==> src/rtl/arb_pkg.sv <==
package arb_pkg;

    localparam int DEFAULT_SLOTS = 16;
    localparam int MAX_RESULTS = 16;
    localparam int WORD_W = 32;

    typedef logic [1:0] kind_t;
    localparam kind_t KIND_SEND = 2'd0;
    localparam kind_t KIND_ACK = 2'd1;
    localparam kind_t KIND_RESEND = 2'd2;

    typedef logic [2:0] status_t;
    localparam status_t ST_SEND = 3'd0;
    localparam status_t ST_RESEND = 3'd1;
    localparam status_t ST_EMPTY = 3'd2;
    localparam status_t ST_ACK_CUR = 3'd3;
    localparam status_t ST_ACK_BUF = 3'd4;
    localparam status_t ST_ACK_NONE = 3'd5;

    typedef struct packed {
        kind_t             kind;
        logic [WORD_W-1:0] msg_id;
        logic [WORD_W-1:0] msg_time;
        logic [WORD_W-1:0] msg_payload;
    } item_t;

    typedef struct packed {
        status_t           status;
        logic [WORD_W-1:0] out_id;
        logic [WORD_W-1:0] out_time;
        logic [WORD_W-1:0] out_payload;
        logic              overwrote;
        logic              last;
    } result_t;

    typedef struct packed {
        logic [WORD_W-1:0] id;
        logic [WORD_W-1:0] stamp;
        logic [WORD_W-1:0] data;
    } entry_t;

    typedef struct packed {
        logic    capture;
        logic    scan_start;
        logic    advance;
        logic    track;
        logic    clear_chk;
        logic    save;
        logic    set_current;
        logic    clear_current;
        logic    load_out;
        status_t out_status;
        logic    out_last;
    } dp_cmd_t;

    typedef struct packed {
        kind_t kind;
        logic  cur_valid;
        logic  cur_match;
        logic  chk_vld;
        logic  chk_slot_valid;
        logic  chk_id_match;
        logic  chk_tail_empty;
        logic  count_at_cap;
        logic  scan_done;
        logic  out_free;
    } dp_sts_t;

endpackage

==> src/rtl/arb_stream_if.sv <==
interface arb_stream_if #(
    parameter type payload_t = logic
) ();
    logic     valid;
    logic     ready;
    payload_t payload;

    modport source (
        output valid,
        output payload,
        input  ready
    );

    modport sink (
        input  valid,
        input  payload,
        output ready
    );
endinterface

==> src/rtl/ack_retransmit_buffer_core.sv <==
// Retransmission buffer. Items arrive on the item channel and results leave on the
// result channel; both use valid/ready, and a transfer happens when both are high.
// A send item makes the message current and returns one send result; if the old
// current message was still unacknowledged it is first saved into a buffer slot.
// An ack item returns one result naming where the id matched. A resend item returns
// one result per valid slot in slot order, at most sixteen, or one empty result.
// The block takes one item at a time. A send with an unacknowledged current message
// reads every slot timestamp from the slot memory, one per cycle, to find a free slot
// or the oldest entry before the old message is saved. An ack that misses the
// current message scans the slots the same way and stops at the first valid slot
// whose id matches. A resend scans the slots up to and including its last valid slot
// or the slot of its sixteenth result, or all of them when the buffer is empty.
// An item of the unused kind returns nothing. The last result of an item has last
// set. When the receiver stalls, the result register holds its transfer and the
// scan pauses until it is taken. Reset clears the current message and all slot
// valid bits, so the buffer starts empty; slot contents need no clearing.
module ack_retransmit_buffer_core #(
    parameter int SLOTS = arb_pkg::DEFAULT_SLOTS
) (
    input logic         clk,
    input logic         rst_n,
    arb_stream_if.sink   item,
    arb_stream_if.source result
);

    arb_pkg::dp_cmd_t cmd;
    arb_pkg::dp_sts_t sts;

    arb_ctrl u_ctrl (
        .clk      (clk),
        .rst_n    (rst_n),
        .in_valid (item.valid),
        .in_ready (item.ready),
        .sts      (sts),
        .cmd      (cmd)
    );

    arb_dp #(
        .SLOTS (SLOTS)
    ) u_dp (
        .clk         (clk),
        .rst_n       (rst_n),
        .in_payload  (item.payload),
        .cmd         (cmd),
        .sts         (sts),
        .out_valid   (result.valid),
        .out_ready   (result.ready),
        .out_payload (result.payload)
    );

endmodule

==> src/rtl/arb_dp.sv <==
module arb_dp #(
    parameter int SLOTS = arb_pkg::DEFAULT_SLOTS
) (
    input  logic             clk,
    input  logic             rst_n,
    input  arb_pkg::item_t   in_payload,
    input  arb_pkg::dp_cmd_t cmd,
    output arb_pkg::dp_sts_t sts,
    output logic             out_valid,
    input  logic             out_ready,
    output arb_pkg::result_t out_payload
);

    localparam int IDX_W = (SLOTS > 1) ? $clog2(SLOTS) : 1;
    localparam int CNT_W = $clog2(SLOTS + 1);
    localparam int RES_W = $clog2(arb_pkg::MAX_RESULTS + 1);

    arb_pkg::item_t   item_reg;
    arb_pkg::entry_t  cur_reg;
    logic             cur_valid_reg;
    logic [SLOTS-1:0] slot_valid_reg;
    logic [CNT_W-1:0] scan_idx_reg;
    logic             chk_vld_reg;
    logic [IDX_W-1:0] chk_idx_reg;
    arb_pkg::entry_t  rd_reg;
    logic             free_found_reg;
    logic [IDX_W-1:0] free_idx_reg;
    logic [IDX_W-1:0] victim_idx_reg;
    logic [arb_pkg::WORD_W-1:0] victim_stamp_reg;
    logic             overwrote_reg;
    logic [RES_W-1:0] res_cnt_reg;
    logic             out_valid_reg;
    arb_pkg::result_t out_reg;

    arb_pkg::entry_t  mem [SLOTS];

    logic             scan_end;
    logic             rd_en;
    logic [IDX_W-1:0] wr_addr;
    logic [SLOTS-1:0] tail;
    arb_pkg::result_t out_next;

    assign scan_end = (scan_idx_reg == CNT_W'(SLOTS));
    assign rd_en = cmd.advance && !scan_end;
    assign wr_addr = free_found_reg ? free_idx_reg : victim_idx_reg;

    always_comb
    begin
        for (int j = 0; j < SLOTS; j++)
        begin
            tail[j] = slot_valid_reg[j] && (IDX_W'(j) > chk_idx_reg);
        end
    end

    always_ff @(posedge clk)
    begin
        if (cmd.save)
        begin
            mem[wr_addr] <= cur_reg;
        end
        if (rd_en)
        begin
            rd_reg <= mem[scan_idx_reg[IDX_W-1:0]];
        end
    end

    always_comb
    begin
        out_next = '0;
        out_next.status = cmd.out_status;
        out_next.last = cmd.out_last;
        unique case (cmd.out_status)
            arb_pkg::ST_SEND:
            begin
                out_next.out_id = item_reg.msg_id;
                out_next.out_time = item_reg.msg_time;
                out_next.out_payload = item_reg.msg_payload;
                out_next.overwrote = overwrote_reg;
            end
            arb_pkg::ST_RESEND:
            begin
                out_next.out_id = rd_reg.id;
                out_next.out_time = rd_reg.stamp;
                out_next.out_payload = rd_reg.data;
            end
            arb_pkg::ST_ACK_CUR, arb_pkg::ST_ACK_BUF, arb_pkg::ST_ACK_NONE:
            begin
                out_next.out_id = item_reg.msg_id;
            end
            default:
            begin
                out_next.out_id = '0;
            end
        endcase
    end

    always_ff @(posedge clk)
    begin
        if (cmd.capture)
        begin
            item_reg <= in_payload;
        end
        if (cmd.track && chk_vld_reg)
        begin
            if (!slot_valid_reg[chk_idx_reg] && !free_found_reg)
            begin
                free_idx_reg <= chk_idx_reg;
            end
            if (chk_idx_reg == '0 || rd_reg.stamp < victim_stamp_reg)
            begin
                victim_idx_reg <= chk_idx_reg;
                victim_stamp_reg <= rd_reg.stamp;
            end
        end
        if (cmd.load_out)
        begin
            out_reg <= out_next;
        end
    end

    always_ff @(posedge clk or negedge rst_n)
    begin
        if (!rst_n)
        begin
            cur_valid_reg <= 1'b0;
            cur_reg <= '0;
            slot_valid_reg <= '0;
            scan_idx_reg <= '0;
            chk_vld_reg <= 1'b0;
            chk_idx_reg <= '0;
            free_found_reg <= 1'b0;
            overwrote_reg <= 1'b0;
            res_cnt_reg <= '0;
            out_valid_reg <= 1'b0;
        end
        else
        begin
            if (cmd.capture)
            begin
                overwrote_reg <= 1'b0;
            end
            if (cmd.scan_start)
            begin
                scan_idx_reg <= '0;
                chk_vld_reg <= 1'b0;
                free_found_reg <= 1'b0;
                res_cnt_reg <= '0;
            end
            else
            begin
                if (cmd.advance)
                begin
                    if (!scan_end)
                    begin
                        chk_vld_reg <= 1'b1;
                        chk_idx_reg <= scan_idx_reg[IDX_W-1:0];
                        scan_idx_reg <= scan_idx_reg + CNT_W'(1);
                    end
                    else
                    begin
                        chk_vld_reg <= 1'b0;
                    end
                end
                if (cmd.track && chk_vld_reg && !slot_valid_reg[chk_idx_reg])
                begin
                    free_found_reg <= 1'b1;
                end
                if (cmd.load_out && cmd.out_status == arb_pkg::ST_RESEND)
                begin
                    res_cnt_reg <= res_cnt_reg + RES_W'(1);
                end
            end
            if (cmd.save)
            begin
                slot_valid_reg[wr_addr] <= 1'b1;
                overwrote_reg <= !free_found_reg;
            end
            if (cmd.clear_chk)
            begin
                slot_valid_reg[chk_idx_reg] <= 1'b0;
            end
            if (cmd.set_current)
            begin
                cur_valid_reg <= 1'b1;
                cur_reg.id <= item_reg.msg_id;
                cur_reg.stamp <= item_reg.msg_time;
                cur_reg.data <= item_reg.msg_payload;
            end
            else if (cmd.clear_current)
            begin
                cur_valid_reg <= 1'b0;
            end
            if (cmd.load_out)
            begin
                out_valid_reg <= 1'b1;
            end
            else if (out_ready)
            begin
                out_valid_reg <= 1'b0;
            end
        end
    end

    always_comb
    begin
        sts.kind = item_reg.kind;
        sts.cur_valid = cur_valid_reg;
        sts.cur_match = (cur_reg.id == item_reg.msg_id);
        sts.chk_vld = chk_vld_reg;
        sts.chk_slot_valid = slot_valid_reg[chk_idx_reg];
        sts.chk_id_match = (rd_reg.id == item_reg.msg_id);
        sts.chk_tail_empty = ~|tail;
        sts.count_at_cap = (res_cnt_reg == RES_W'(arb_pkg::MAX_RESULTS - 1));
        sts.scan_done = !chk_vld_reg && scan_end;
        sts.out_free = !out_valid_reg || out_ready;
    end

    assign out_valid = out_valid_reg;
    assign out_payload = out_reg;

endmodule

==> src/rtl/arb_ctrl.sv <==
module arb_ctrl (
    input  logic             clk,
    input  logic             rst_n,
    input  logic             in_valid,
    output logic             in_ready,
    input  arb_pkg::dp_sts_t sts,
    output arb_pkg::dp_cmd_t cmd
);

    typedef enum logic [4:0] {
        S_IDLE   = 5'b00001,
        S_DECIDE = 5'b00010,
        S_SCAN   = 5'b00100,
        S_SAVE   = 5'b01000,
        S_EMIT   = 5'b10000
    } state_t;

    state_t            state_reg;
    state_t            state_next;
    arb_pkg::status_t  code_reg;
    arb_pkg::status_t  code_next;
    logic              resend_last;

    assign in_ready = (state_reg == S_IDLE);
    assign resend_last = sts.chk_tail_empty || sts.count_at_cap;

    always_comb
    begin
        state_next = state_reg;
        code_next = code_reg;
        cmd = '0;
        cmd.out_status = code_reg;
        cmd.out_last = 1'b1;
        unique case (state_reg)
            S_IDLE:
            begin
                if (in_valid)
                begin
                    cmd.capture = 1'b1;
                    state_next = S_DECIDE;
                end
            end
            S_DECIDE:
            begin
                cmd.scan_start = 1'b1;
                unique case (sts.kind)
                    arb_pkg::KIND_SEND:
                    begin
                        code_next = arb_pkg::ST_SEND;
                        state_next = sts.cur_valid ? S_SCAN : S_EMIT;
                    end
                    arb_pkg::KIND_ACK:
                    begin
                        if (sts.cur_match)
                        begin
                            code_next = arb_pkg::ST_ACK_CUR;
                            state_next = S_EMIT;
                        end
                        else
                        begin
                            state_next = S_SCAN;
                        end
                    end
                    arb_pkg::KIND_RESEND:
                    begin
                        state_next = S_SCAN;
                    end
                    default:
                    begin
                        state_next = S_IDLE;
                    end
                endcase
            end
            S_SCAN:
            begin
                unique case (sts.kind)
                    arb_pkg::KIND_SEND:
                    begin
                        cmd.advance = 1'b1;
                        cmd.track = 1'b1;
                        if (sts.scan_done)
                        begin
                            state_next = S_SAVE;
                        end
                    end
                    arb_pkg::KIND_ACK:
                    begin
                        if (sts.chk_vld && sts.chk_slot_valid && sts.chk_id_match)
                        begin
                            cmd.clear_chk = 1'b1;
                            code_next = arb_pkg::ST_ACK_BUF;
                            state_next = S_EMIT;
                        end
                        else if (sts.scan_done)
                        begin
                            code_next = arb_pkg::ST_ACK_NONE;
                            state_next = S_EMIT;
                        end
                        else
                        begin
                            cmd.advance = 1'b1;
                        end
                    end
                    default:
                    begin
                        if (sts.chk_vld && sts.chk_slot_valid)
                        begin
                            if (sts.out_free)
                            begin
                                cmd.load_out = 1'b1;
                                cmd.out_status = arb_pkg::ST_RESEND;
                                cmd.out_last = resend_last;
                                cmd.advance = 1'b1;
                                if (resend_last)
                                begin
                                    state_next = S_IDLE;
                                end
                            end
                        end
                        else if (sts.scan_done)
                        begin
                            code_next = arb_pkg::ST_EMPTY;
                            state_next = S_EMIT;
                        end
                        else
                        begin
                            cmd.advance = 1'b1;
                        end
                    end
                endcase
            end
            S_SAVE:
            begin
                cmd.save = 1'b1;
                state_next = S_EMIT;
            end
            S_EMIT:
            begin
                if (sts.out_free)
                begin
                    cmd.load_out = 1'b1;
                    cmd.set_current = (code_reg == arb_pkg::ST_SEND);
                    cmd.clear_current = (code_reg == arb_pkg::ST_ACK_CUR);
                    state_next = S_IDLE;
                end
            end
            default:
            begin
                state_next = S_IDLE;
            end
        endcase
    end

    always_ff @(posedge clk or negedge rst_n)
    begin
        if (!rst_n)
        begin
            state_reg <= S_IDLE;
            code_reg <= arb_pkg::ST_SEND;
        end
        else
        begin
            state_reg <= state_next;
            code_reg <= code_next;
        end
    end

endmodule

==> src/flat_wrapper.sv <==
// flat-port wrapper written by rule: the top's interface ports become plain ports
module ack_retransmit_buffer_core_flat import arb_pkg::*;
#(
    parameter int SLOTS = arb_pkg::DEFAULT_SLOTS
)
  (clk, rst_n, item_valid, item_payload, item_ready, result_valid, result_payload, result_ready);
  arb_stream_if #(.payload_t(item_t)) item_i ();
  arb_stream_if #(.payload_t(result_t)) result_i ();
  input logic clk;
  input logic rst_n;
  input wire logic [$bits(item_i.valid)-1:0] item_valid;
  input wire logic [$bits(item_i.payload)-1:0] item_payload;
  output wire logic [$bits(item_i.ready)-1:0] item_ready;
  output wire logic [$bits(result_i.valid)-1:0] result_valid;
  output wire logic [$bits(result_i.payload)-1:0] result_payload;
  input wire logic [$bits(result_i.ready)-1:0] result_ready;
  assign item_i.valid = item_valid;
  assign item_i.payload = item_payload;
  assign item_ready = item_i.ready;
  assign result_valid = result_i.valid;
  assign result_payload = result_i.payload;
  assign result_i.ready = result_ready;
  ack_retransmit_buffer_core #(.SLOTS(SLOTS)) u_core (.clk(clk), .rst_n(rst_n), .item(item_i), .result(result_i));
endmodule
==> config.mk <==
export PLATFORM = sky130hd
export DESIGN_NAME = ack_retransmit_buffer_core_flat
export DESIGN_NICKNAME = d
export VERILOG_FILES = /design/src/rtl/arb_pkg.sv /design/src/rtl/arb_stream_if.sv /design/src/rtl/ack_retransmit_buffer_core.sv /design/src/rtl/arb_dp.sv /design/src/rtl/arb_ctrl.sv /design/src/flat_wrapper.sv
export SDC_FILE = /design/constraint.sdc
export NUM_CORES = 2
export LEC_CHECK = 0
export BUFFER_PORTS_ARGS = -buffer_cell sky130_fd_sc_hd__buf_4
export CORE_MARGIN = 2
export CORE_UTILIZATION = 50
export DETAILED_ROUTE_END_ITERATION = 10
export PLACE_DENSITY = 0.75
export SYNTH_ARGS = -nofsm -noshare
export SYNTH_HDL_FRONTEND = slang
export SYNTH_SLANG_ARGS = --single-unit
==> constraint.sdc <==
create_clock -name clk -period 7.45 [get_ports clk]
set_clock_uncertainty 0.1 [all_clocks]
set_input_delay 0.3725 -clock clk [delete_from_list [all_inputs] [get_ports clk]]
set_output_delay 0.3725 -clock clk [all_outputs]
set_load 0.01 [all_outputs]
Word-level counts from Yosys, hierarchy flattened
Memories as Yosys holds them, arrays and structs flattened. A register that Yosys moved wholly into a read port is not among the register bits.
Cells that the tools add are included.
{ "classes": {"n_addsub": 2, "magnitude_cmp": 21, "n_eq_ne": 28, "mux": 70, "bitwise": 8, "reduce_logical": 56} }
{ "ops": {"columns": ["cell", "n"], "rows": [
  ["$pmux 64 s2", 1],
  ["$mux 5", 18],
  ["$eq 32x32->1", 2],
  ["$pmux 32 s2", 1],
  ["$gt 4x4->1 const A", 8],
  ["$lt 32x32->1", 1],
  ["$mux 16", 2],
  ["$mux 1", 27],
  ["$logic_and 1x1->1", 26],
  ["$pmux 5 s5", 1],
  ["$mux 3", 7],
  ["$pmux 3 s2", 3],
  ["$and 16x16->16", 1],
  ["$gt 3x4->1 const A", 4],
  ["$not 16->16", 1],
  ["$or 16x16->16", 1],
  ["$reduce_or 16->1", 1],
  ["$pmux 5 s3", 1],
  ["$reduce_bool 2->1", 7],
  ["$ne 3x2->1 const B", 4],
  ["$add 5x1->5 const B", 2],
  ["$eq 5x4->1 const B", 2],
  ["$eq 5x5->1 const B", 2],
  ["$lt 4x5->1 const B", 2],
  ["36 further kinds", 60]
]} }
{ "word_totals": {"regBits": 378, "ram_bits": 1536, "in_bits": 102, "output_inout_bits": 103, "word_cells": 213, "mem_count": 1} }
{ "mem_list": {"columns": ["name", "depth", "width", "read_ports", "rd_ports_with_merged_regs", "wr", "line_no", "source"], "rows": [
  ["u_core.u_dp.mem", 16, 96, 1, 1, 1, "arb_dp.sv:35", "arb_pkg::entry_t mem [SLOTS];"]
]} }

Logic depth before layout (Yosys ltp)
{ "logic_depth": {"depth_word": 13, "mapped_depth": 12, "depth_no_buf": 9} }

By module
From an unflattened synthesis, not the netlist that was laid out.
{ "hier_totals": {"cells_unflattened": 4005, "area_unflattened_um2": 77274.1} }
{ "by_module_without_submodules": {"columns": ["module", "instances", "cells_each", "area_each_um2", "seq_area_each_um2"], "rows": [
  ["arb_dp", 1, 3919, 76520.9, 59462.0],
  ["arb_ctrl", 1, 86, 753.2, 201.4]
]} }

Worst setup path after synthesis
OpenSTA, ideal clock, no wires.
{ "synth_timing": {"kind": "register to register", "from": "register u_core.u_dp.free_found_reg", "to": "memory u_core.u_dp.mem[10][0] (netlist bit), enable pin", "setup_ns": 0.553, "t_arrival_ns": 5.175, "required_time_ns": 6.797, "slack_ns": 1.622, "stages_incl_launch_ff": 7, "n_path_buf": 2, "synth_period_minus_slack_ns": 5.828, "path_cell_list": "dfrtp_1 -> clkbuf_1 -> clkbuf_1 -> nand3b_1 -> o31ai_1 -> nand2_1 -> nor2_1"} }
{ "synth_between": {"elab_chain_cells": 1} }
{ "synth_rtl": {"columns": ["element", "line_no", "source"], "rows": [
  ["start: declaration", "arb_dp.sv:26", "logic free_found_reg;"],
  ["start signal: assignment", "arb_dp.sv:131", "free_found_reg <= 1'b0;"],
  ["start signal: assignment", "arb_dp.sv:146", "free_found_reg <= 1'b0;"],
  ["start signal: assignment", "arb_dp.sv:166", "free_found_reg <= 1'b1;"],
  ["$mux 4", "arb_dp.sv:45", "assign wr_addr = free_found_reg ? free_idx_reg : victim_idx_reg;"],
  ["end: declaration", "arb_dp.sv:35", null]
]} }
No other way between the ends.

Worst setup path after layout
{ "layout_timing": {"from": "register u_core.u_dp.chk_idx_reg[1]", "to": "register, netlist name u_core.u_dp.rd_reg[27]"} }
{ "layout_between": {"elab_chain_cells": 8, "word_cells_on_any_way": 9, "cone_classes": "mux (6); reduce/logical (3)"} }
{ "layout_rtl": {"columns": ["element", "line_no", "source"], "rows": [
  ["start: declaration", "arb_dp.sv:24", "logic [IDX_W-1:0] chk_idx_reg;"],
  ["start signal: assignment", "arb_dp.sv:156", "chk_idx_reg <= scan_idx_reg[IDX_W-1:0];"],
  ["$bmux 1 s4 *", "arb_dp.sv:210", "sts.chk_slot_valid = slot_valid_reg[chk_idx_reg];"],
  ["$mux 1 (implied by the code) *", "arb_dp.sv:210", null],
  ["$logic_and 1x1->1 *", "arb_ctrl.sv:88, arb_ctrl.sv:106", null],
  ["$logic_and 1x1->1", "arb_ctrl.sv:88", "if (sts.chk_vld && sts.chk_slot_valid && sts.chk_id_match)"],
  ["$mux 1", "arb_ctrl.sv:88", null],
  ["$pmux 1 s2 *", "arb_ctrl.sv:76", "unique case (sts.kind)"],
  ["$mux 3 *", "arb_ctrl.sv:34", "unique case (state_reg)"],
  ["$logic_and 1x1->1 *", "arb_dp.sv:44", "assign rd_en = cmd.advance && !scan_end;"]
]} }
Every way passes the cells marked *; elsewhere a longest branch is shown, timed or not. The select of a mux whose other input is x is not followed.
A chain may end at the register's enable or synchronous reset.

==> results.yml <==
floorplanning:
  die_w_um: 393.9
  rows: 143
  dieArea_um2: 155200
  fp.dieH_um: 393.9
  core_area_um2: 151400
  initial_core_util_pct: 50.22
  boundaryPins: 205
synthesis:
  synth_flop_cell: "edfxtp_1"
  synth-seq-cells: 2010
  ys_seq_area_share_pct: 78.49
  async_flop_share_pct: 6.915
  synth_top_cell_by_area: "edfxtp_1"
  yosysWarnings: 0
  synthTopCellsByArea: "edfxtp_1 74%, mux4_2 14%, dfrtp_1 4.5%"
  synth_edf_count: 1871
  synthCells: 3287
  netlist_area_um2: 76020
  synth_nets: 3426
  yosysUniqueCellTypes: 55
  syn_avg_cell_area_um2: 23.13
  synth_top_cell_area_share_pct: 73.91
layout:
  largest-register: "u_core.u_dp.mem"
  final_cell_mix: "1871 x edfxtp_1, 485 x mux4_2, 246 x buf_4, 194 x clkbuf_16, 135 x dfrtp_1"
  fillers: 10495
  layout-drive-gt1-share_pct: 30.11
  largest_reg_flops: 1536
  area_growth_pct: 14.85
  finalNetCount: 3819
  layout_commonest_cell: "edfxtp_1"
worst_setup_path:
  cp_max_fo: 56
  r2r_end: "u_core.u_dp.rd_reg[27]$_DFFE_PP_"
  crit_path_end: "u_core.u_dp.rd_reg[27]$_DFFE_PP_"
  cp-end-kind: "flip-flop"
  crit_path_start_kind: "flip-flop"
  rr_startpoint: "u_core.u_dp.chk_idx_reg[1]$_DFFE_PN0P_"
  crit_start: "u_core.u_dp.chk_idx_reg[1]$_DFFE_PN0P_"
  critical_path_class: "reg2reg"
  ff2ff_setup_slack_ns: 3.02
  cp.arrival_ns: 4.77
  required_ns: 7.79
  reg2regPathDepth: 7
sta:
  post-route-min-period_ns: 4.434
  layout_setup_ws_ns: 3.016
  rsz0062_at_grt: "no"
  timing.final.crit_share_pct: 59.51
  setup_viol: 0
  fmax_ghz: 0.2255
  relSlewSlack_pct: 24.37
  fin_tns_setup_ns: 0
  tightest_slew_ns: 1.132
  hold_viol: 0
  drv_slew: 0
power:
  leakagePower_nw: 28.78
  ir_drop_v: 0.0002778
  powerDensity_nw_per_um2: 324.0
route:
  drt_iter0_drc: 4544
  routedWlPerCell_um: 30.29
  drc: 0
  viasPerCell: 6.211
  vias: 36442
  wirelength_um: 177700
  firstDrtPassIters: 7
  antenna_left: 0
clock_tree:
  cts_setup_buffers: 0
  clock_sinks: 2010
  cts_max_path_buffers: 3
  cts_buffers: 186
  clk_pin_slew_ns: 0.06
  cts_resized: 0
  clk_latency_ns: 0.81
  cts-htree-levels: 4
  cts_root_buf: "clkbuf_16"
  cts_tree: "yes"
  ctsHoldBuffers: 100
run_status:
  status: "finished clean"
global_routing:
  grt_pass1_wl_um: 258900
  track_usage_pct: 23.00
  grt_max_degree: 168
  antenna_found_initial: 2
  grt_pass1_vias: 37217
  grt_overflow: 0
placement:
  port_buffers: 204
  dp_slack_ns: 3.061
  dp_hpwl_um: 87750
  place_congestion: 0.8075
worst_hold_path:
  min-delay-path-class: "in2async"
job:
  max_cap_violations: 0
[layer usage]
| metal | up-vias | global-route usage, % | wire, µm | share of wire, % |
|---|---|---|---|---|
| met5 | - | 0 | 0 | 0 |
| met2 | 1942 | 37.34 | 88360 | 50 |
| met1 | 19576 | 32.05 | 68780 | 39 |
| li1 | 14645 | - | - | - |
| met3 | 279 | 4.204 | 15710 | 8.8 |
| met4 | 0 | 7.266 | 4863 | 2.7 |
[logic make-up after synthesis]
logic type / count (synthesis) / share of synthesized area, %
flops: 2010 / 78.49
buf+inv: 202 / 1.025
simple gates: 174 / 1.146
compound gates: 208 / 2.049
mux: 590 / 15.92
xor+xnor: 66 / 0.7605
fa+ha+maj: 37 / 0.6090
[synthesized netlist by cell type, drive strengths merged, types with 7 or more instances]
cell / count
xnor2: 32
a22o: 96
dfrtp: 138
a31oi: 10
edfxtp: 1871
nor3: 9
xor2: 34
ha: 37
mux2: 103
nor4: 12
o21ai: 21
a21oi: 29
nand4: 17
clkbuf: 89
nand2: 26
inv: 49
a21o: 14
nor2: 64
nand3: 11
buf: 64
mux4: 485
nand2b: 7
[critical path: stages, from the launching register on]
cell	delay, ns
dfrtp_1	0.71
mux4_2	0.58
mux4_2	0.55
and2_4	0.20
o21a_1	0.20
o21ai_1	0.27
and2_4	0.87
buf_12	0.49
[per-stage QoR]
step                      area [µm²]  std cells  hold WS, ns  total power (W)  util [%]
final                          87300       5867      0.06640          0.02829     57.67
after global routing           87300       5866      0.09322          0.02920     57.67
after detailed placement       80220       5422       0.3267          0.01901     53.00
after floorplan                76020       3287     -0.02309          0.01754         -
after global placement         80220       5422       0.3203          0.01887     53.00
after CTS                      87300       5866      0.04232          0.02843     57.67
[power by group]
part | internal, W | total (W) | leakage [nW] | switching, W
logic | 0.00225 | 0.00434 | 6.68 | 0.00209
clock network | 0.00540 | 0.00943 | 2.99 | 0.00403
registers | 0.0135 | 0.0145 | 19.1 | 0.00101
total | 0.0212 | 0.0283 | 28.8 | 0.00713
[how the worst min path moves through the flow]
stage / from / to / slack, ns
2_1_floorplan: rst_n / u_core.u_ctrl.code_reg[0]$_DFFE_PN0P_ / -0.02
3_3_place_gp: rst_n / u_core.u_dp.cur_reg[48]$_DFFE_PN0P_ / 0.32
3_5_place_dp: rst_n / u_core.u_dp.cur_reg[48]$_DFFE_PN0P_ / 0.33
4_1_cts: rst_n / u_core.u_dp.cur_reg[49]$_DFFE_PN0P_ / 0.04
5_1_grt: rst_n / u_core.u_dp.cur_reg[49]$_DFFE_PN0P_ / 0.09
6_report: rst_n / u_core.u_dp.cur_reg[49]$_DFFE_PN0P_ / 0.07
[cell type report]
cell class / count / area (µm²) / share of cell area (%)
Multi-Input combinational cell: 1075 / 15730 / 18.02
Clock inverter: 87 / 767.0 / 0.8786
Clock buffer: 257 / 5311 / 6.084
Sequential cell: 2010 / 59670 / 68.36
Inverter: 49 / 191.4 / 0.2193
Antenna cell: 1 / 2.502 / 0.002866
Timing Repair Buffer: 358 / 3079 / 3.527
Tap cell: 2030 / 2540 / 2.909
Note: power is estimated with default switching activity, not from simulation.
